### src/design/swba_pkg.sv
// ----------------------------------------------------------------------------
// swba_pkg
// Shared types, register indexes and reset values for the scaled window blit
// addresser.
// ----------------------------------------------------------------------------
package swba_pkg;

    localparam int DEFAULT_MAX_SCREEN_DIM = 4096;

    localparam int COORD_W    = 12;
    localparam int INDEX_W    = 24;
    localparam int DIM_CFG_W  = 13;
    localparam int SCALE_W    = 17;
    localparam int INV_W      = 20;
    localparam int FRAC_W     = 16;
    localparam int CFG_ADDR_W = 3;
    localparam int CFG_DATA_W = 20;

    localparam logic [SCALE_W-1:0] SCALE_ONE = SCALE_W'(65536);

    typedef logic [CFG_ADDR_W-1:0] t_cfg_addr;

    localparam t_cfg_addr CFG_SCREEN_WIDTH  = 3'd0;
    localparam t_cfg_addr CFG_SCREEN_HEIGHT = 3'd1;
    localparam t_cfg_addr CFG_SCALE         = 3'd2;
    localparam t_cfg_addr CFG_INV_SCALE     = 3'd3;
    localparam t_cfg_addr CFG_ANCHOR_X      = 3'd4;
    localparam t_cfg_addr CFG_ANCHOR_Y      = 3'd5;

    localparam logic [DIM_CFG_W-1:0] RST_SCREEN_WIDTH  = DIM_CFG_W'(1080);
    localparam logic [DIM_CFG_W-1:0] RST_SCREEN_HEIGHT = DIM_CFG_W'(1920);
    localparam logic [SCALE_W-1:0]   RST_SCALE         = SCALE_W'(65536);
    localparam logic [INV_W-1:0]     RST_INV_SCALE     = INV_W'(65536);
    localparam logic [COORD_W-1:0]   RST_ANCHOR        = '0;

endpackage

### src/design/scaled_window_blit_addresser.sv
// ----------------------------------------------------------------------------
// scaled_window_blit_addresser
// Destination and source pixel addresses for a nearest-neighbor scaled window
// copy, one coordinate per clock through a five-stage pipeline.
// ----------------------------------------------------------------------------
//  channel   | handshake               | payload
//  ----------+-------------------------+-----------------------------------------
//  command   | i_start, o_busy         | i_window_x, i_window_y
//  result    | o_valid (one-cycle)     | o_write_pixel, o_dest_index, o_src_index
//  config    | i_cfg_we, i_cfg_addr    | i_cfg_wdata
//
//  One transaction per clock; o_busy is always low.
//  Results appear in command order.
//  The pipeline stages are the input capture, the scale multipliers, the anchor
//  clamp, the bounds compare and the row-times-pitch multiply, one stage each.
//  Synchronous active-low reset loads the config reset values and clears the
//  valid bits.
//  The receiver cannot stall; results leave on o_valid.
// ----------------------------------------------------------------------------
module scaled_window_blit_addresser
    import swba_pkg::*;
#(
    parameter int MAX_SCREEN_DIM = DEFAULT_MAX_SCREEN_DIM
) (
    input  logic                  i_clk,
    input  logic                  i_rst_n,
    input  logic                  i_start,
    output logic                  o_busy,
    input  logic [COORD_W-1:0]    i_window_x,
    input  logic [COORD_W-1:0]    i_window_y,
    output logic                  o_valid,
    output logic                  o_write_pixel,
    output logic [INDEX_W-1:0]    o_dest_index,
    output logic [INDEX_W-1:0]    o_src_index,
    input  logic                  i_cfg_we,
    input  logic [CFG_ADDR_W-1:0] i_cfg_addr,
    input  logic [CFG_DATA_W-1:0] i_cfg_wdata
);

    localparam int DW   = $clog2(MAX_SCREEN_DIM + 1);
    localparam int CMPW = (DW > DIM_CFG_W) ? DW : DIM_CFG_W;
    localparam int SW   = (DW > FRAC_W) ? DW : FRAC_W;
    localparam int AW   = ((DW > COORD_W) ? DW : COORD_W) + 2;
    localparam int PW   = ((2 * DW + 1) > INDEX_W) ? (2 * DW + 1) : INDEX_W;
    localparam int MW   = DW + SCALE_W;
    localparam int XW   = COORD_W + INV_W;

    // configuration
    logic [DIM_CFG_W-1:0] r_screen_width, r_screen_height;
    logic [SCALE_W-1:0]   r_scale;
    logic [INV_W-1:0]     r_inv_scale;
    logic [COORD_W-1:0]   r_anchor_x, r_anchor_y;

    always_ff @(posedge i_clk) begin
        if (!i_rst_n) begin
            r_screen_width  <= RST_SCREEN_WIDTH;
            r_screen_height <= RST_SCREEN_HEIGHT;
            r_scale         <= RST_SCALE;
            r_inv_scale     <= RST_INV_SCALE;
            r_anchor_x      <= RST_ANCHOR;
            r_anchor_y      <= RST_ANCHOR;
        end else if (i_cfg_we) begin
            case (i_cfg_addr)
                CFG_SCREEN_WIDTH:  r_screen_width  <= i_cfg_wdata[DIM_CFG_W-1:0];
                CFG_SCREEN_HEIGHT: r_screen_height <= i_cfg_wdata[DIM_CFG_W-1:0];
                CFG_SCALE:         r_scale         <= i_cfg_wdata[SCALE_W-1:0];
                CFG_INV_SCALE:     r_inv_scale     <= i_cfg_wdata[INV_W-1:0];
                CFG_ANCHOR_X:      r_anchor_x      <= i_cfg_wdata[COORD_W-1:0];
                CFG_ANCHOR_Y:      r_anchor_y      <= i_cfg_wdata[COORD_W-1:0];
                default: ;
            endcase
        end
    end

    // saturated screen size and scale
    logic [DW-1:0]      w_sat, h_sat;
    logic [SCALE_W-1:0] sc_sat;

    always_comb begin
        w_sat  = (CMPW'(r_screen_width) > CMPW'(MAX_SCREEN_DIM)) ?
                 DW'(MAX_SCREEN_DIM) : DW'(r_screen_width);
        h_sat  = (CMPW'(r_screen_height) > CMPW'(MAX_SCREEN_DIM)) ?
                 DW'(MAX_SCREEN_DIM) : DW'(r_screen_height);
        sc_sat = (r_scale > SCALE_ONE) ? SCALE_ONE : r_scale;
    end

    assign o_busy = 1'b0;

    // stage 1: capture coordinates
    logic               r_s1_valid;
    logic [COORD_W-1:0] r_s1_wx, r_s1_wy;

    always_ff @(posedge i_clk) begin
        if (!i_rst_n) begin
            r_s1_valid <= 1'b0;
        end else begin
            r_s1_valid <= i_start;
        end
    end

    always_ff @(posedge i_clk) begin
        r_s1_wx <= i_window_x;
        r_s1_wy <= i_window_y;
    end

    // stage 2: scaled size and source coordinates
    logic [MW-1:0]      n_prod_w, n_prod_h;
    logic [XW-1:0]      n_prod_sx, n_prod_sy;
    logic               r_s2_valid;
    logic [COORD_W-1:0] r_s2_wx, r_s2_wy;
    logic [DW-1:0]      r_s2_scaled_w, r_s2_scaled_h;
    logic [FRAC_W-1:0]  r_s2_sx, r_s2_sy;

    always_comb begin
        n_prod_w  = MW'(w_sat) * MW'(sc_sat);
        n_prod_h  = MW'(h_sat) * MW'(sc_sat);
        n_prod_sx = XW'(r_s1_wx) * XW'(r_inv_scale);
        n_prod_sy = XW'(r_s1_wy) * XW'(r_inv_scale);
    end

    always_ff @(posedge i_clk) begin
        if (!i_rst_n) begin
            r_s2_valid <= 1'b0;
        end else begin
            r_s2_valid <= r_s1_valid;
        end
    end

    always_ff @(posedge i_clk) begin
        r_s2_wx       <= r_s1_wx;
        r_s2_wy       <= r_s1_wy;
        r_s2_scaled_w <= n_prod_w[FRAC_W +: DW];
        r_s2_scaled_h <= n_prod_h[FRAC_W +: DW];
        r_s2_sx       <= n_prod_sx[FRAC_W +: FRAC_W];
        r_s2_sy       <= n_prod_sy[FRAC_W +: FRAC_W];
    end

    // stage 3: clamp anchor, offset of the window's top-left corner
    logic [AW-1:0]      n_hw, n_sh, n_cx1, n_cx2, n_by1, n_by2;
    logic               r_s3_valid;
    logic [COORD_W-1:0] r_s3_wx, r_s3_wy;
    logic [DW-1:0]      r_s3_scaled_w, r_s3_scaled_h;
    logic [FRAC_W-1:0]  r_s3_sx, r_s3_sy;
    logic [AW-1:0]      r_s3_x_off, r_s3_y_off;

    always_comb begin
        n_hw  = AW'(r_s2_scaled_w >> 1);
        n_sh  = AW'(r_s2_scaled_h);
        n_cx1 = (AW'(r_anchor_x) < n_hw) ? n_hw : AW'(r_anchor_x);
        n_cx2 = ((n_cx1 + n_hw) > AW'(w_sat)) ? (AW'(w_sat) - n_hw) : n_cx1;
        n_by1 = (AW'(r_anchor_y) < n_sh) ? n_sh : AW'(r_anchor_y);
        n_by2 = (n_by1 > AW'(h_sat)) ? AW'(h_sat) : n_by1;
    end

    always_ff @(posedge i_clk) begin
        if (!i_rst_n) begin
            r_s3_valid <= 1'b0;
        end else begin
            r_s3_valid <= r_s2_valid;
        end
    end

    always_ff @(posedge i_clk) begin
        r_s3_wx       <= r_s2_wx;
        r_s3_wy       <= r_s2_wy;
        r_s3_scaled_w <= r_s2_scaled_w;
        r_s3_scaled_h <= r_s2_scaled_h;
        r_s3_sx       <= r_s2_sx;
        r_s3_sy       <= r_s2_sy;
        r_s3_x_off    <= n_cx2 - n_hw;
        r_s3_y_off    <= n_by2 - n_sh;
    end

    // stage 4: destination coordinates and bounds
    logic [AW-1:0] n_dx, n_dy;
    logic          n_ok;
    logic          r_s4_valid, r_s4_ok;
    logic [DW-1:0] r_s4_dx, r_s4_dy, r_s4_sx, r_s4_sy;

    always_comb begin
        n_dx = r_s3_x_off + AW'(r_s3_wx);
        n_dy = r_s3_y_off + AW'(r_s3_wy);
        n_ok = (AW'(r_s3_wx) < AW'(r_s3_scaled_w)) &&
               (AW'(r_s3_wy) < AW'(r_s3_scaled_h)) &&
               (n_dx < AW'(w_sat)) && (n_dy < AW'(h_sat)) &&
               (SW'(r_s3_sx) < SW'(w_sat)) && (SW'(r_s3_sy) < SW'(h_sat));
    end

    always_ff @(posedge i_clk) begin
        if (!i_rst_n) begin
            r_s4_valid <= 1'b0;
        end else begin
            r_s4_valid <= r_s3_valid;
        end
    end

    always_ff @(posedge i_clk) begin
        r_s4_ok <= n_ok;
        r_s4_dx <= n_dx[DW-1:0];
        r_s4_dy <= n_dy[DW-1:0];
        r_s4_sx <= SW'(r_s3_sx) < SW'(w_sat) ? DW'(r_s3_sx) : '0;
        r_s4_sy <= SW'(r_s3_sy) < SW'(h_sat) ? DW'(r_s3_sy) : '0;
    end

    // stage 5: linear indexes
    logic [PW-1:0]      n_dest, n_src;
    logic               r_out_valid, r_out_write;
    logic [INDEX_W-1:0] r_out_dest, r_out_src;

    always_comb begin
        n_dest = PW'(r_s4_dy) * PW'(w_sat) + PW'(r_s4_dx);
        n_src  = PW'(r_s4_sy) * PW'(w_sat) + PW'(r_s4_sx);
    end

    always_ff @(posedge i_clk) begin
        if (!i_rst_n) begin
            r_out_valid <= 1'b0;
            r_out_write <= 1'b0;
        end else begin
            r_out_valid <= r_s4_valid;
            r_out_write <= r_s4_valid && r_s4_ok;
        end
    end

    always_ff @(posedge i_clk) begin
        r_out_dest <= r_s4_ok ? n_dest[INDEX_W-1:0] : '0;
        r_out_src  <= r_s4_ok ? n_src[INDEX_W-1:0] : '0;
    end

    assign o_valid       = r_out_valid;
    assign o_write_pixel = r_out_write;
    assign o_dest_index  = r_out_dest;
    assign o_src_index   = r_out_src;

`ifndef SYNTHESIS
    a_write_needs_valid: assert property (@(posedge i_clk) disable iff (!i_rst_n)
        o_write_pixel |-> o_valid)
        else $error("write flag without result strobe");

    a_latency: assert property (@(posedge i_clk) disable iff (!i_rst_n)
        i_start |-> ##5 o_valid)
        else $error("accepted transaction produced no result");

    a_no_phantom: assert property (@(posedge i_clk) disable iff (!i_rst_n)
        o_valid |-> $past(i_start, 5))
        else $error("result without an accepted transaction");

    a_skip_zero: assert property (@(posedge i_clk) disable iff (!i_rst_n)
        (o_valid && !o_write_pixel) |-> (o_dest_index == '0 && o_src_index == '0))
        else $error("skipped pixel with nonzero indexes");

    a_dest_in_screen: assert property (@(posedge i_clk) disable iff (!i_rst_n)
        (r_s4_valid && r_s4_ok) |-> (r_s4_dx < w_sat && r_s4_dy < h_sat))
        else $error("destination outside screen marked writable");
`endif

endmodule
### config.mk
export PLATFORM = sky130hd
export DESIGN_NAME = scaled_window_blit_addresser
export DESIGN_NICKNAME = d
export VERILOG_FILES = /design/src/design/swba_pkg.sv /design/src/design/scaled_window_blit_addresser.sv
export SDC_FILE = /design/constraint.sdc
export NUM_CORES = 2
export LEC_CHECK = 0
export BUFFER_PORTS_ARGS = -buffer_cell sky130_fd_sc_hd__buf_4
export CORE_MARGIN = 4
export CORE_UTILIZATION = 30
export DETAILED_ROUTE_END_ITERATION = 10
export SLEW_MARGIN = 20
export SYNTH_ARGS = -nofsm -noshare
export SYNTH_HDL_FRONTEND = slang
export SYNTH_SLANG_ARGS = --single-unit
### constraint.sdc
create_clock -name i_clk -period 7.9 [get_ports i_clk]
set_input_delay 0.79 -clock i_clk [delete_from_list [all_inputs] [get_ports i_clk]]
set_output_delay 0.79 -clock i_clk [all_outputs]
set_load 0.02 [all_outputs]
## Word level (Yosys, flattened, before mapping)

Index checks and enable logic that the tools add are counted.

| operators by class | value |
|---|---|
| equality and inequality tests | 5 |
| $lt $le $gt $ge | 13 |
| $mul | 6 |
| $add $sub $neg | 8 |
| mux-type cells | 7 |
| reductions and logical operators | 13 |

Operators with widths:

| cell | number |
|---|---|
| 12-bit by 20-bit multiplier with 32-bit output | 2 |
| 13-bit by 17-bit multiplier with 29-bit output | 2 |
| 13-bit two-way mux | 4 |
| 24-bit by 13-bit adder with 24-bit output | 2 |
| 13-bit by 13-bit multiplier with 24-bit output | 2 |
| 12-bit by 13-bit < comparator with 1-bit output | 3 |
| 16-bit by 13-bit < comparator with 1-bit output | 2 |
| 15-bit by 13-bit < comparator with 1-bit output | 2 |
| 13-bit > comparator | 2 |
| 13-bit > comparator (second input constant) | 2 |
| 17-bit > comparator (second input constant) | 1 |
| 17-bit two-way mux | 1 |
| 14-bit by 13-bit adder with 15-bit output | 1 |
| 15-bit by 12-bit adder with 15-bit output | 1 |
| 15-bit two-way mux | 1 |
| 15-bit by 12-bit subtractor with 15-bit output | 1 |
| 13-bit by 12-bit subtractor with 14-bit output | 1 |
| 13-bit by 13-bit subtractor with 14-bit output | 1 |
| 12-bit by 12-bit adder with 13-bit output | 1 |
| 12-bit < comparator | 1 |
| 12-bit two-way mux | 1 |
| 2-bit AND reduction | 6 |
| 3-bit by 2-bit == test with 1-bit output (second input constant) | 2 |
| 3-bit == test (second input constant) | 2 |
| other kinds (3) | 8 |

| word-level totals | value |
|---|---|
| input bits | 51 |
| output and inout port bits | 51 |
| word-level logic and storage cells | 87 |
| flip-flop bits (word level) | 411 |

## Longest topological paths before layout

| depth | value |
|---|---|
| depth in word-level cells | 7 |
| mapped depth | 39 |
| gate-level depth less buffers | 37 |

## Worst setup path after synthesis

No wires, ideal clock.

| timing | value |
|---|---|
| path type | register to register |
| from | register r_s2_scaled_w[2] |
| to | register r_s3_x_off[14] |
| stages on the path, launching flop included | 38 |
| path slack | 0.702 ns |
| data required time | 7.774 ns |
| period minus slack after synthesis | 7.198 ns |
| arrival | 7.072 ns |
| buffers on the path | 2 |
| setup time | 0.126 ns |
| cells stage by stage | dfxtp_1 inv_1 ha_1 a21o_1 a21oi_1 o21ai_0 a31oi_1 o21ai_1 buf_2 mux2_2 ha_1 fa_1 a21o_1 a21oi_1 o21ai_0 a21o_1 a21o_1 a21o_1 [... 2 more ...] ha_1 a21oi_1 nand2_1 o41ai_1 a31oi_1 o21a_1 buf_1 o21ai_0 ha_1 fa_1 nor2b_1 o21ai_0 a21boi_0 o21ai_0 nand2b_1 a31oi_1 o21ai_0 o21ai_0 |

| on the way | value |
|---|---|
| cells in the longest elaborated chain, start to end | 6 |
| elaborated cells between the ends (all ways) | 7 |
| classes of those cells | 3 x add/sub; 2 x order compare; 2 x mux |

Ends and longest elaborated chain:

| item | line | text |
|---|---|---|
| start, declared | scaled_window_blit_addresser.sv:111 | `logic [DW-1:0] r_s2_scaled_w, r_s2_scaled_h;` |
| start signal, assigned | scaled_window_blit_addresser.sv:132 | `r_s2_scaled_w <= n_prod_w[FRAC_W +: DW];` |
| 12-bit < comparator | scaled_window_blit_addresser.sv:149 | `n_cx1 = (AW'(r_anchor_x) < n_hw) ? n_hw : AW'(r_anchor_x);` |
| 12-bit two-way mux | scaled_window_blit_addresser.sv:149 |  |
| 12-bit by 12-bit adder with 13-bit output | scaled_window_blit_addresser.sv:150 | `n_cx2 = ((n_cx1 + n_hw) > AW'(w_sat)) ? (AW'(w_sat) - n_hw) : n_cx1;` |
| 13-bit > comparator | scaled_window_blit_addresser.sv:150 |  |
| 15-bit two-way mux | scaled_window_blit_addresser.sv:150 |  |
| 15-bit by 12-bit subtractor with 15-bit output (*) | scaled_window_blit_addresser.sv:170 | `r_s3_x_off <= n_cx2 - n_hw;` |
| end signal, assigned | scaled_window_blit_addresser.sv:170 |  |
| end, declared | scaled_window_blit_addresser.sv:144 | `logic [AW-1:0] r_s3_x_off, r_s3_y_off;` |

Every way passes the cells marked *; elsewhere a longest branch is shown, timed or not.
A chain may end at the register's enable or synchronous reset.

## Final worst setup path

| timing | value |
|---|---|
| from | register r_s2_scaled_w[2] |
| to | register r_s3_x_off[13] |

Same word-level chain as after synthesis.

==> results_dict.tcl <==
set metrics [dict create \
    power_density_nw_per_um2 274 \
    slew_violations 0 \
    grt_start_max_net_pins 57 \
    clock_skew_ns 0.0502 \
    via_per_inst 4.82 \
    synth-edff-count 0 \
    worstMarginPinSlew_ns 1.15 \
    yosysUniqueCellTypes 93 \
    swShare 0.483 \
    fill_cells 18600 \
    seq_power_share 0.176 \
    cp-end-kind "flip-flop" \
    hold_viol 0 \
    drc_errors 0 \
    cts_buffers 49 \
    initial_core_util 0.303 \
    max-slew-margin-rel 0.233 \
    cpMaxStageDelayCell "fa_1" \
    root_buffer "clkbuf_16" \
    crit_type "reg2reg" \
    dieArea_um2 190000 \
    max_stage_delay_ns 0.41 \
    seq_area_frac_synth 0.150 \
    drv_cap 0 \
    finalCriticalPeriod_ns 7.45 \
    hpwl_um 125000 \
    core_area_um2 181000 \
    utilization 0.332 \
    fin_nets 7747 \
    portBuffers 100 \
    worstPathArrival_ns 8.02 \
    fmax_ghz 0.134 \
    fin_crit_sh 0.943 \
    drtIter0Drc 2523 \
    synth_cells 6149 \
    pwr-share-comb 0.675 \
    fin_setup_tns_ns 0 \
    status "complete, no violations" \
    avgRoutedWirePerCell_um 18.2 \
    worstHoldStart "i_window_x[0]" \
    wl_um 156000 \
    power_switching_uw 7950 \
    ys_ff_latch 411 \
    setup_ws_ns 0.450 \
    cts_hold_buf 0 \
    place_congestion 0.897 \
    worstSkewPairLatency_ns 0.65 \
    cts_buffer_depth 3 \
    hold_path.class "in2reg" \
    grt_overflow 0 \
    synth_area_um2 54900 \
    grt_usage 0.164 \
    syn_to_final_growth_pct 9.63 \
    die_y_um 436 \
    syn_nets 7766 \
    startpoint "r_s2_scaled_w[2]" \
    cts.clk_slew.worst_paths_ns 0.07 \
    firstDrtPassIters 5 \
    place_ws_ns 0.172 \
    cp-start-kind "flip-flop" \
    fp.dieW_um 436 \
    htree_num_levels 2 \
    drive_gt1_frac 0.0624 \
    num_rows 156 \
    worstPathMaxFanout 11 \
    cts_sinks 411 \
    synth_warnings 0 \
    synth.avg_cell_area_um2 8.93 \
    cts_tree "yes" \
    power.leakage_uw 0.0287 \
    vias 41200 \
    async_flop_share 0 \
    grt_pass1_wl_um 247000 \
    ant_nets 0 \
    ir_drop_mv 0.610 \
    synth_ff_type "dfxtp_1" \
    crit_required_ns 8.47 \
    setup_viol 0 \
    grt_pass1_vias 43300 \
    antenna_found_initial 11 \
    critPathMostFrequentCell "a21o_1" \
    dpl.cell_count 8449 \
    power.share.clock 0.149 \
    io_pins 102 \
    timing.rr.start "r_s2_scaled_w[2]" \
    fin_cells 8547 \
    p_int_uw 8530 \
]
==> layer usage <==
metal	vias up	GRT usage	wire, um
li1	18800	-	-
met4	6	0.0483	4670
met1	20800	0.224	68700
met3	239	0.0313	11700
met2	1297	0.265	70800
met5	-	0	41
==> cells in the mapped netlist (6+ instances only) <==
cell type	number	area, um^2
buf_1	11	41.3
and3_1	20	125
a21boi_0	80	601
o21ai_0	87	435
buf_2	6	30.0
mux2i_1	11	110
nand2b_1	19	119
inv_1	1139	4280
xor2_1	58	508
nor3_1	42	210
mux2_2	40	450
nand2_1	1158	4350
o21bai_1	13	97.6
a211o_1	8	70.1
nand3b_1	7	52.6
nand3_1	42	210
o211ai_1	20	150
or2_2	8	50.1
nand4_1	19	119
a21oi_1	121	606
nor2_1	281	1050
a211oi_1	25	188
nor2b_1	44	275
clkbuf_1	254	953
ha_1	618	7730
o21a_1	36	270
fa_1	948	19000
or3_1	11	68.8
o31a_1	6	52.6
and2_1	293	1830
a31oi_1	16	100
dfxtp_1	411	8230
a31o_2	6	52.6
o2111ai_1	6	52.6
xnor2_1	100	876
nor4_1	8	50.1
a21o_1	61	458
nor3b_1	7	52.6
==> state kept, by name, summed over array words and instances (netlist names), 14 cells and up <==
signal	count
r_s3_sy	16
r_s3_x_off	15
r_s3_sx	16
r_scale	17
r_s2_sx	16
o_dest_index	24
r_inv_scale	20
o_src_index	24
r_s2_sy	16
r_s3_y_off	14
==> worst max-delay path, delay by kind of cell (launching register included) <==
kind / cells / cell delay (ns)
AOI/OAI and AO/OA: 22 / 4.17
DFF: 1 / 0.34
buffers and inverters: 2 / 0.38
xor gates and xnor gates: 1 / 0.15
adders and majority gates: 4 / 1.29
and+or+nand+nor: 2 / 0.27
muxes: 2 / 0.78
==> cell families after synthesis <==
group / share of synthesized area
simple gates: 0.161
fa+ha+maj: 0.486
buf+inv: 0.0971
compound gates: 0.0699
flops: 0.150
xor+xnor: 0.0252
mux: 0.0104
other cells: 0.0000683
==> repair_timing <==
item                                    4_1_cts  5_1_grt
buffers inserted                              0        0
gates resized for setup                       0       10
endpoints found under the setup margin        0        7
==> worst paths after layout <==
| path | endpoint | slack, ns | depth (start not counted) |
|---|---|---|---|
| worst max-delay path | r_s3_x_off[13] | 0.45 | 33 |
| worst min-delay path | r_s1_wx[0] | 0.25 | 1 |
| worst max register to register | r_s3_x_off[13] | 0.45 | 33 |
| worst min register to register | r_s3_sy[0] | 0.31 | 0 |
==> power by group through the flow <==
stage | clock (uW) | sequential (uW) | combinational (uW)
floorplan | 0 | 2580 | 8620
global placement | 0 | 2930 | 10800
detailed placement | 0 | 2930 | 11100
CTS | 2520 | 2890 | 11200
global route | 2590 | 2940 | 12900
finish | 2460 | 2900 | 11100
==> metrics by stage <==
stage / area, um^2 / total power, uW / hold WS (ns)
CTS: 60200 / 16600 / 0.200
global route: 60200 / 18400 / 0.208
detailed placement: 58400 / 14000 / 0.312
floorplan: 54900 / 11200 / 0.310
global placement: 58400 / 13800 / 0.310
finish: 60200 / 16500 / 0.250
==> cells in the final DEF (no fill, tap or decap), drive strengths merged, types with 44 or more instances in the layout <==
cell type | synthesis | layout
inv | 1139 | 1144
xor2 | 58 | 58
xnor2 | 100 | 100
clkbuf | 254 | 62
a21boi | 81 | 81
a21o | 61 | 61
a21oi | 127 | 127
nor2b | 44 | 44
fa | 948 | 948
nor2 | 281 | 281
buf | 20 | 204
dfxtp | 411 | 411
o21ai | 91 | 91
and2 | 294 | 294
ha | 618 | 618
nand2 | 1158 | 1158
nand3 | 44 | 44
==> cell type report <==
cell class              count  area (um^2)  share of cell area
inverters                1141         4280              0.0712
clock buffers              62         1320              0.0218
repair buffers            204         1540              0.0256
multi-input cells        4323        41400               0.688
flip-flops and latches    411         8230               0.137
diodes                      7         17.5            0.000291
clock inverters            29          422             0.00700
well taps                2370         2970              0.0493
No activity file was read; power rests on OpenSTA's default activity.
